[config.mk]
export PLATFORM = sky130hd
export DESIGN_NAME = aieu_front
export DESIGN_NICKNAME = d
export VERILOG_FILES = /design/src/rtl/aieu_pkg.sv /design/src/rtl/aieu_front.sv
export SDC_FILE = /design/constraint.sdc
export NUM_CORES = 1
export LEC_CHECK = 0
export ABC_AREA = 1
export BUFFER_PORTS_ARGS = -buffer_cell sky130_fd_sc_hd__buf_2
export CAP_MARGIN = 20
export CORE_ASPECT_RATIO = 1.25
export CORE_UTILIZATION = 47
export DETAILED_ROUTE_END_ITERATION = 7
export PLACE_DENSITY = 0.82
export SLEW_MARGIN = 20
export SYNTH_ARGS = -nofsm -noshare
export SYNTH_HDL_FRONTEND = slang
export SYNTH_SLANG_ARGS = --single-unit
[constraint.sdc]
create_clock -name clock -period 5.4 [get_ports clock]
set_clock_uncertainty 0.1 [all_clocks]
set_input_delay 0.27 -clock clock [delete_from_list [all_inputs] [get_ports clock]]
set_output_delay 0.27 -clock clock [all_outputs]
set_load 0.02 [all_outputs]
[src/rtl/aieu_pkg.sv]
`timescale 1ns / 1ps
package aieu_pkg;

   localparam int GPR_COUNT   = 31;
   localparam int GPR_IDX_W   = $clog2(GPR_COUNT);
   localparam int QUEUE_DEPTH = 2;
   localparam int QPTR_W      = (QUEUE_DEPTH > 1) ? $clog2(QUEUE_DEPTH) : 1;
   localparam int QCNT_W      = $clog2(QUEUE_DEPTH + 1);

   typedef enum logic [4:0] {
      CMD_NOP  = 5'd0,  CMD_BKPT = 5'd1,  CMD_BRK  = 5'd2,  CMD_MOV  = 5'd3,
      CMD_MOVN = 5'd4,  CMD_MOVK = 5'd5,  CMD_MOVW = 5'd6,  CMD_MOVT = 5'd7,
      CMD_ADD  = 5'd8,  CMD_ADDS = 5'd9,  CMD_SUB  = 5'd10, CMD_SUBS = 5'd11,
      CMD_AND  = 5'd12, CMD_ANDS = 5'd13, CMD_ORR  = 5'd14, CMD_EOR  = 5'd15,
      CMD_CMP  = 5'd16, CMD_TST  = 5'd17, CMD_B    = 5'd18, CMD_BL   = 5'd19,
      CMD_BR   = 5'd20, CMD_BX   = 5'd21, CMD_BLR  = 5'd22, CMD_RET  = 5'd23
   } cmd_type;

   typedef enum logic [3:0] {
      CC_EQ, CC_NE, CC_CS, CC_CC, CC_MI, CC_PL, CC_VS, CC_VC,
      CC_HI, CC_LS, CC_GE, CC_LT, CC_GT, CC_LE, CC_AL, CC_NV
   } cond_type;

   typedef enum logic [3:0] {
      OP_NOP, OP_BRK, OP_MOV, OP_MOVN, OP_MOVK, OP_MOVW, OP_MOVT,
      OP_ADD, OP_SUB, OP_AND, OP_ORR, OP_EOR, OP_JUMP, OP_LINK, OP_BAD
   } op_type;

   localparam logic [1:0] ISA_A32 = 2'd0;
   localparam logic [1:0] ISA_T32 = 2'd1;
   localparam logic [1:0] ISA_A64 = 2'd2;

   localparam logic [2:0] SHK_LSL = 3'd1;
   localparam logic [2:0] SHK_LSR = 3'd2;
   localparam logic [2:0] SHK_ASR = 3'd3;
   localparam logic [2:0] SHK_ROR = 3'd4;
   localparam logic [2:0] SHK_RRX = 3'd5;

   localparam logic [3:0] EXT_UXTB = 4'd1;
   localparam logic [3:0] EXT_UXTH = 4'd2;
   localparam logic [3:0] EXT_UXTW = 4'd3;
   localparam logic [3:0] EXT_SXTB = 4'd5;
   localparam logic [3:0] EXT_SXTH = 4'd6;
   localparam logic [3:0] EXT_SXTW = 4'd7;

   localparam logic [1:0] ST_OK   = 2'd0;
   localparam logic [1:0] ST_HALT = 2'd1;
   localparam logic [1:0] ST_BAD  = 2'd2;

   localparam logic [5:0] REG_A32_SP = 6'd13;
   localparam logic [5:0] REG_A32_LR = 6'd14;
   localparam logic [5:0] REG_A32_PC = 6'd15;
   localparam logic [5:0] REG_A64_LR = 6'd30;
   localparam logic [5:0] REG_SP     = 6'd31;

   typedef struct packed {
      op_type      op;
      logic        upd_flags;
      logic        wr_dest;
      logic        link_x30;
      cond_type    cond;
      logic        wide;
      logic [2:0]  instr_bytes;
      logic [5:0]  dest_reg;
      logic [5:0]  first_reg;
      logic [5:0]  second_reg;
      logic        use_imm;
      logic [63:0] imm_value;
      logic [2:0]  shift_kind;
      logic [5:0]  shamt;
      logic [3:0]  extend_kind;
   } entry_type;

   typedef struct packed {
      logic      valid;
      entry_type entry;
   } head_type;

endpackage

[src/rtl/aieu_front.sv]
`timescale 1ns / 1ps
module aieu_front (
   input  logic                 clock,
   input  logic                 reset,
   input  logic                 req_valid,
   output logic                 req_stall,
   input  logic [4:0]           req_cmd,
   input  logic [3:0]           req_cond,
   input  logic                 req_wide,
   input  logic [2:0]           req_instr_bytes,
   input  logic [5:0]           req_dest_reg,
   input  logic [5:0]           req_first_reg,
   input  logic [5:0]           req_second_reg,
   input  logic                 req_use_imm,
   input  logic [63:0]          req_imm_value,
   input  logic [2:0]           req_shift_kind,
   input  logic [5:0]           req_shift_amount,
   input  logic [3:0]           req_extend_kind,
   input  logic                 pop,
   output aieu_pkg::head_type   head
);

   aieu_pkg::entry_type                 cls;
   aieu_pkg::entry_type                 q_ff [aieu_pkg::QUEUE_DEPTH];
   logic [aieu_pkg::QPTR_W-1:0]         wr_ptr_ff, wr_ptr_in;
   logic [aieu_pkg::QPTR_W-1:0]         rd_ptr_ff, rd_ptr_in;
   logic [aieu_pkg::QCNT_W-1:0]         count_ff, count_in;
   logic                                push;

   always_comb begin
      cls              = '0;
      cls.op           = aieu_pkg::OP_BAD;
      cls.cond         = aieu_pkg::cond_type'(req_cond);
      cls.wide         = req_wide;
      cls.instr_bytes  = req_instr_bytes;
      cls.dest_reg     = req_dest_reg;
      cls.first_reg    = req_first_reg;
      cls.second_reg   = req_second_reg;
      cls.use_imm      = req_use_imm;
      cls.imm_value    = req_imm_value;
      cls.shift_kind   = req_shift_kind;
      cls.shamt        = req_shift_amount;
      cls.extend_kind  = req_extend_kind;
      unique case (aieu_pkg::cmd_type'(req_cmd))
         aieu_pkg::CMD_NOP:  cls.op = aieu_pkg::OP_NOP;
         aieu_pkg::CMD_BKPT,
         aieu_pkg::CMD_BRK:  cls.op = aieu_pkg::OP_BRK;
         aieu_pkg::CMD_MOV:  begin cls.op = aieu_pkg::OP_MOV;  cls.wr_dest = 1'b1; end
         aieu_pkg::CMD_MOVN: begin cls.op = aieu_pkg::OP_MOVN; cls.wr_dest = 1'b1; end
         aieu_pkg::CMD_MOVK: begin cls.op = aieu_pkg::OP_MOVK; cls.wr_dest = 1'b1; end
         aieu_pkg::CMD_MOVW: begin cls.op = aieu_pkg::OP_MOVW; cls.wr_dest = 1'b1; end
         aieu_pkg::CMD_MOVT: begin cls.op = aieu_pkg::OP_MOVT; cls.wr_dest = 1'b1; end
         aieu_pkg::CMD_ADD:  begin cls.op = aieu_pkg::OP_ADD;  cls.wr_dest = 1'b1; end
         aieu_pkg::CMD_ADDS: begin
            cls.op = aieu_pkg::OP_ADD; cls.wr_dest = 1'b1; cls.upd_flags = 1'b1;
         end
         aieu_pkg::CMD_SUB:  begin cls.op = aieu_pkg::OP_SUB;  cls.wr_dest = 1'b1; end
         aieu_pkg::CMD_SUBS: begin
            cls.op = aieu_pkg::OP_SUB; cls.wr_dest = 1'b1; cls.upd_flags = 1'b1;
         end
         aieu_pkg::CMD_CMP:  begin cls.op = aieu_pkg::OP_SUB; cls.upd_flags = 1'b1; end
         aieu_pkg::CMD_AND:  begin cls.op = aieu_pkg::OP_AND;  cls.wr_dest = 1'b1; end
         aieu_pkg::CMD_ANDS: begin
            cls.op = aieu_pkg::OP_AND; cls.wr_dest = 1'b1; cls.upd_flags = 1'b1;
         end
         aieu_pkg::CMD_TST:  begin cls.op = aieu_pkg::OP_AND; cls.upd_flags = 1'b1; end
         aieu_pkg::CMD_ORR:  begin cls.op = aieu_pkg::OP_ORR;  cls.wr_dest = 1'b1; end
         aieu_pkg::CMD_EOR:  begin cls.op = aieu_pkg::OP_EOR;  cls.wr_dest = 1'b1; end
         aieu_pkg::CMD_B,
         aieu_pkg::CMD_BR,
         aieu_pkg::CMD_BX,
         aieu_pkg::CMD_RET:  cls.op = aieu_pkg::OP_JUMP;
         aieu_pkg::CMD_BL:   cls.op = aieu_pkg::OP_LINK;
         aieu_pkg::CMD_BLR:  begin cls.op = aieu_pkg::OP_LINK; cls.link_x30 = 1'b1; end
         default:            cls.op = aieu_pkg::OP_BAD;
      endcase
   end

   assign req_stall = (count_ff == aieu_pkg::QCNT_W'(aieu_pkg::QUEUE_DEPTH));
   assign push      = req_valid && !req_stall;

   always_comb begin
      wr_ptr_in = wr_ptr_ff;
      rd_ptr_in = rd_ptr_ff;
      count_in  = count_ff;
      if (push) begin
         wr_ptr_in = (wr_ptr_ff == aieu_pkg::QPTR_W'(aieu_pkg::QUEUE_DEPTH - 1)) ?
                     '0 : wr_ptr_ff + 1'b1;
      end
      if (pop) begin
         rd_ptr_in = (rd_ptr_ff == aieu_pkg::QPTR_W'(aieu_pkg::QUEUE_DEPTH - 1)) ?
                     '0 : rd_ptr_ff + 1'b1;
      end
      if (push && !pop) count_in = count_ff + 1'b1;
      else if (!push && pop) count_in = count_ff - 1'b1;
   end

   always_ff @(posedge clock) begin
      if (reset) begin
         wr_ptr_ff <= '0;
         rd_ptr_ff <= '0;
         count_ff  <= '0;
      end else begin
         wr_ptr_ff <= wr_ptr_in;
         rd_ptr_ff <= rd_ptr_in;
         count_ff  <= count_in;
      end
   end

   always_ff @(posedge clock) begin
      if (push) q_ff[wr_ptr_ff] <= cls;
   end

   assign head.valid = (count_ff != '0);
   assign head.entry = q_ff[rd_ptr_ff];

endmodule

# Word-level counts from Yosys, hierarchy flattened
# Memory sizes are Yosys's and may differ from the RTL's. A register that Yosys moved wholly into a read port is not among the register bits.
# Cells that the tools add are included.
[word_totals]
output_inout_bits = 113
memories = 1
elab_cells = 61
mem_bits_rw = 222
ff_bits = 4
[op_classes]
muxes = 12
reduce_logical = 17
n_eq_ne = 24
addsub = 4
[memory_table]
columns = ["name", "depth", "word_bits", "read_ports", "rd_ports_with_merged_regs", "write_ports", "line_no", "text"]
rows = [
  ["q_ff", 2, 111, 1, 1, 1, "aieu_front.sv:24", "aieu_pkg::entry_type q_ff [aieu_pkg::QUEUE_DEPTH];"],
]
[op_table]
columns = ["operator", "n"]
rows = [
  ["one-hot mux 4 bit (14 select lines)", 1],
  ["== test 5 x 4 -> 1 bit (second input constant)", 8],
  ["== test 5 bit (second input constant)", 8],
  ["== test 5 x 3 -> 1 bit (second input constant)", 4],
  ["OR reduction 13 bit", 1],
  ["== test 5 x 2 -> 1 bit (second input constant)", 2],
  ["two-way mux 1 bit", 9],
  ["OR reduction 2 bit", 3],
  ["OR reduction 3 bit", 2],
  ["== test 5 x 1 -> 1 bit (second input constant)", 1],
  ["zero test 5 bit", 1],
  ["OR reduction 5 bit", 1],
  ["two-way mux 2 bit", 2],
  ["nonzero test 2 bit", 2],
  ["OR reduction 4 bit", 1],
  ["logical AND 1 bit", 3],
  ["zero test 1 bit", 3],
  ["adder 1 bit (second input constant)", 2],
  ["adder 2 x 1 -> 2 bit (second input constant)", 1],
  ["== test 2 bit (second input constant)", 1],
  ["subtractor 2 x 1 -> 2 bit (second input constant)", 1],
]

# Logic depth before layout (Yosys ltp)
[logic_depth]
depth_word = 7
mapped_depth = 8
mapped_depth_nobuf = 8

# Worst setup path before layout
# No wires, ideal clock.
[synth_timing]
kind = "reg-to-reg"
from = "register count_ff[1] (netlist name)"
to = "memory q_ff[1][0] (netlist name), enable pin"
period_less_slack_ps = 5851
stages_incl_launch_ff = 4
required_time_ps = 4716
n_path_buf = 0
path_slack_ps = -451
t_arrival_ps = 5168
setup_time_ps = 584
cell_sequence = "dfxtp_1 > inv_1 > o21ai_0 > nor2_1"
[synth_via]
elab_chain_cells = 5
[synth_lines]
columns = ["item", "line_no", "text"]
rows = [
  ["start, declared", "aieu_front.sv:27", "logic [aieu_pkg::QCNT_W-1:0] count_ff, count_in;"],
  ["start signal, assigned", "aieu_front.sv:106", "count_ff <= count_in;"],
  ["== test 2 bit", "aieu_front.sv:79", "assign req_stall = (count_ff == aieu_pkg::QCNT_W'(aieu_pkg::QUEUE_DEPTH));"],
  ["zero test 1 bit", "aieu_front.sv:80", "assign push = req_valid && !req_stall;"],
  ["logical AND 1 bit", "aieu_front.sv:80", ""],
  ["two-way mux 1 bit", "aieu_front.sv:111", "if (push) q_ff[wr_ptr_ff] <= cls;"],
  ["two-way mux 1 bit (implied by the code)", "aieu_front.sv:111", ""],
  ["end, declared", "aieu_front.sv:24", ""],
]
# Every way passes these cells.

==> reports/qor.log <==
qor: run_status.status complete, no violations
qor: setup_path.timing.critical_path.buf_inv 2
qor: die.chip_width 122 um
qor: logic_synthesis.synthAdderAreaFrac 0.147%
qor: layout.post_route_cells_drive_above_1_share 47.6%
qor: pwr.power_frac_seq 50.4%
qor: logic_synthesis.synthXorXnorAreaFrac 0.103%
qor: logic_synthesis.ys.warnings.count 0
qor: timing.period_share 55.8%
qor: timing.finalWorstSetupSlack 2.39 ns
qor: layout.regArea 6770 um^2
qor: logic_synthesis.netlist_instances 438
qor: logic_synthesis.synthesis.nets 552
qor: timing.fmax 332 MHz
qor: drt.detailedRoute.firstPassIterationCount 6
qor: cts.post-cts-setup-buffers 0
qor: drt.num_vias 5,232
qor: setup_path.critical-path-max-stage-delay 0.87 ns
qor: timing.rsz0062_at_grt no
qor: setup_path.crit_required 5.03 ns
qor: cts.cts_tree yes
qor: logic_synthesis.syn_area_per_cell 19.4 um^2
qor: logic_synthesis.synth.largest_area_cell sky130_fd_sc_hd__edfxtp_1
qor: timing.timing.final.crit_period 3.01 ns
qor: timing.timing.slew.headroom 37.2%
qor: global_routing.grt_usage 20.0%
qor: global_routing.initial_antenna_violation_count 1
qor: setup_path.worst-setup-path-type flop to output pin
qor: cts.clock_insertion_delay_worst_skew 0.49 ns
qor: min_path.worstHoldPathType input pin to flop
qor: logic_synthesis.synth_most_common_cell sky130_fd_sc_hd__edfxtp_1
qor: pwr.p_sw 1.03 mW
qor: timing.final_max_tran_viols 0
qor: pwr.static-leakage-power 4.51 nW
qor: cts.clock_sink_count 227
qor: logic_synthesis.synth.cell_area 8510 um^2
qor: layout.filler_cell_count 1,171
qor: logic_synthesis.synth.top_cells.by_count sky130_fd_sc_hd__edfxtp_1 (222), sky130_fd_sc_hd__mux2_2 (111), sky130_fd_sc_hd__nand2_1 (20)
qor: drt.drt_iter0_markers 302
qor: pwr.ir_worst_vdd 0.363 mV
qor: die.row_count 54
qor: logic_synthesis.synth_simple_gate_area_share 3.16%
qor: pwr.power.density_cell_area 367 nW/um^2
qor: drt.detail_route.wirelength 18,600 um
qor: cts.cts_buffers 22
qor: logic_synthesis.synth.mux.area_fraction 14.7%
qor: logic_synthesis.synth_top_family_by_area multiplexers
qor: drt.routedWlPerCell 18.1 um
qor: setup_path.crit_family flip-flops
qor: timing.worst-slew-pin-transition 0.940 ns
qor: logic_synthesis.edff_count_synth 222
qor: timing.finalSetupTns 0 ns
qor: logic_synthesis.yosysTopAreaCellShare 78.4%
qor: setup_path.path_max_fanout 61
qor: logic_synthesis.post_synth_main_area_contributors sky130_fd_sc_hd__edfxtp_1 (78%), sky130_fd_sc_hd__mux2_2 (15%), sky130_fd_sc_hd__dfxtp_1 (1.2%)
qor: logic_synthesis.yosysUniqueCellTypes 22
qor: cts.ctsLongestPathBuffers 3
qor: die.die-height 152 um
qor: placement.dp_hpwl 11,000 um
qor: pwr.share_clk_of_total_power 34.3%
qor: job.number_of_max_cap_violations 0
qor: logic_synthesis.synth-seq-cells 227
qor: layout.area.growth.synth_to_final 37.0%
qor: logic_synthesis.synth_top_flop_cell sky130_fd_sc_hd__edfxtp_1
qor: die.start_util 48.4%
qor: setup_path.critical_path.cell_chain buf_4, mux2_2, buf_2
qor: cts.clockRootBuffer sky130_fd_sc_hd__clkbuf_16
qor: drt.post-route-drc-count 0
qor: global_routing.first_global_vias 5,780
qor: timing.finalSetupViolCount 0
qor: placement.numPortBuffers 225
qor: global_routing.grt_max_degree 62
qor: placement.dpl_worst_slack 2.72 ns
qor: setup_path.crit_path_top_delay_cell sky130_fd_sc_hd__dfxtp_4
qor: cts.post_cts_resized 0
qor: cts.cts.reportedPaths.clkPinSlew 0.06 ns
qor: global_routing.gr-total-overflow 0
qor: placement.globalplace.congestion 0.816
qor: setup_path.endpoint_kind output pin
qor: global_routing.grt_first_pass_wirelength 28,500 um
qor: setup_path.setup.worst_path.start_class flop
qor: logic_synthesis.synth_compound_gate_area_share 0.647%
qor: pwr.p_int 3.25 mW
qor: drt.drtAntennaViolNets 0
qor: setup_path.cp_data_arrival_time 2.64 ns
qor: layout.num-nets-final 901
qor: cts.htree_levels 1
qor: logic_synthesis.seq_area_frac_synth 79.5%
qor: timing.final_hold_viol_count 0
qor: die.fp.dieArea 18,600 um^2
qor: pwr.power_frac_comb 15.3%
qor: die.placeableCoreArea 17,600 um^2
qor: layout.multiInputGateArea 1610 um^2
qor: die.ios 226
qor: drt.post_drt_via_cell_ratio 5.09
qor: logic_synthesis.synth-async-reset-ratio 0%
qor: pwr.netSwitchingFraction 24.1%
flip-flops by register name, summed over array words and instances (netlist names), named ones only:
signal and flops:
wr_ptr_ff 1, q_ff 222, count_ff 2, rd_ptr_ff 1
cells in the final DEF, fill, tap and decap left out, types with 2 or more instances in the layout:
cell type,synthesis,layout
sky130_fd_sc_hd__a21oi_1,5,5
sky130_fd_sc_hd__buf_2,3,225
sky130_fd_sc_hd__buf_4,9,5
sky130_fd_sc_hd__bufinv_16,0,2
sky130_fd_sc_hd__clkbuf_1,0,4
sky130_fd_sc_hd__clkbuf_16,0,23
sky130_fd_sc_hd__clkinv_1,0,6
sky130_fd_sc_hd__clkinv_2,0,5
sky130_fd_sc_hd__dfxtp_1,5,4
sky130_fd_sc_hd__dlygate4sd3_1,0,107
sky130_fd_sc_hd__edfxtp_1,222,222
sky130_fd_sc_hd__inv_1,16,16
sky130_fd_sc_hd__mux2_2,111,111
sky130_fd_sc_hd__nand2_1,20,20
sky130_fd_sc_hd__nand2_2,5,5
sky130_fd_sc_hd__nand3_1,10,10
sky130_fd_sc_hd__nand4_1,2,2
sky130_fd_sc_hd__nor2_1,18,16
sky130_fd_sc_hd__nor2_4,0,2
sky130_fd_sc_hd__o21ai_0,3,3
cells by family after synthesis:
logic type	after synthesis
flops	227
mux	111
simple gates	59
buf+inv	29
compound gates	10
xor+xnor	1
fa+ha+maj	1
layer usage:
metal | GRT usage (%) | wire length, um
met1 | 20.0 | 6390
met2 | 38.0 | 10200
met3 | 4.00 | 1230
met4 | 9.58 | 835
met5 | 0 | 0
path summary, 6_finish.rpt:
check | from | to | slack (ns) | cells past startpoint
setup / recovery | flop | head[34] | 2.39 | 3
hold / removal | req_cmd[0] | q_ff[1][106]$_DFFE_PP_ | 0.09 | 3
setup reg to reg | count_ff[1]$_SDFFE_PP0P_ | q_ff[0][85]$_DFFE_PP_ | 2.75 | 4
hold reg to reg | rd_ptr_ff$_SDFFE_PP0P_ | rd_ptr_ff$_SDFFE_PP0P_ | 0.45 | 2
worst min-delay path, delay by kind of cell:
kind	cells	cell delay, ns
buffers and inverters	1	0.13
and+or+nand+nor	2	0.16
power by group through the flow:
stage	logic, mW	registers, mW	clock network, mW
6_report	0.657	2.16	1.47
5_1_grt	0.701	2.17	1.57
4_1_cts	0.656	2.16	1.49
3_5_place_dp	0.590	2.19	0
3_3_place_gp	0.571	2.18	0
2_1_floorplan	0.396	2.17	0
final cells by class:
cell class | instances | share of cell area, %
clock inverters | 13 | 0.923
inverters | 17 | 0.547
flip-flops and latches | 227 | 58.1
well taps | 224 | 2.40
repair buffers | 337 | 19.2
multi-input cells | 182 | 13.8
clock buffers | 27 | 5.06
diodes | 1 | 0.0215
stage by stage:
| step | instance area [um^2] | instances | power (mW) | util, % | hold slack [ns] |
|---|---|---|---|---|---|
| after global placement | 9890 | 880 | 2.75 | 56.3 | 0.359 |
| after CTS | 11700 | 1027 | 4.31 | 66.4 | 0.0483 |
| after global routing | 11700 | 1028 | 4.44 | 66.4 | 0.0817 |
| after floorplan | 8510 | 438 | 2.57 | - | 0.242 |
| final | 11700 | 1028 | 4.28 | 66.4 | 0.0855 |
| after detailed placement | 9890 | 880 | 2.78 | 56.3 | 0.361 |
timing repair:
item,4_1_cts,5_1_grt
endpoints found under the hold margin,211,0
hold buffers,107,0
setup endpoints to repair,0,0
(Power assumes the default switching activity.)
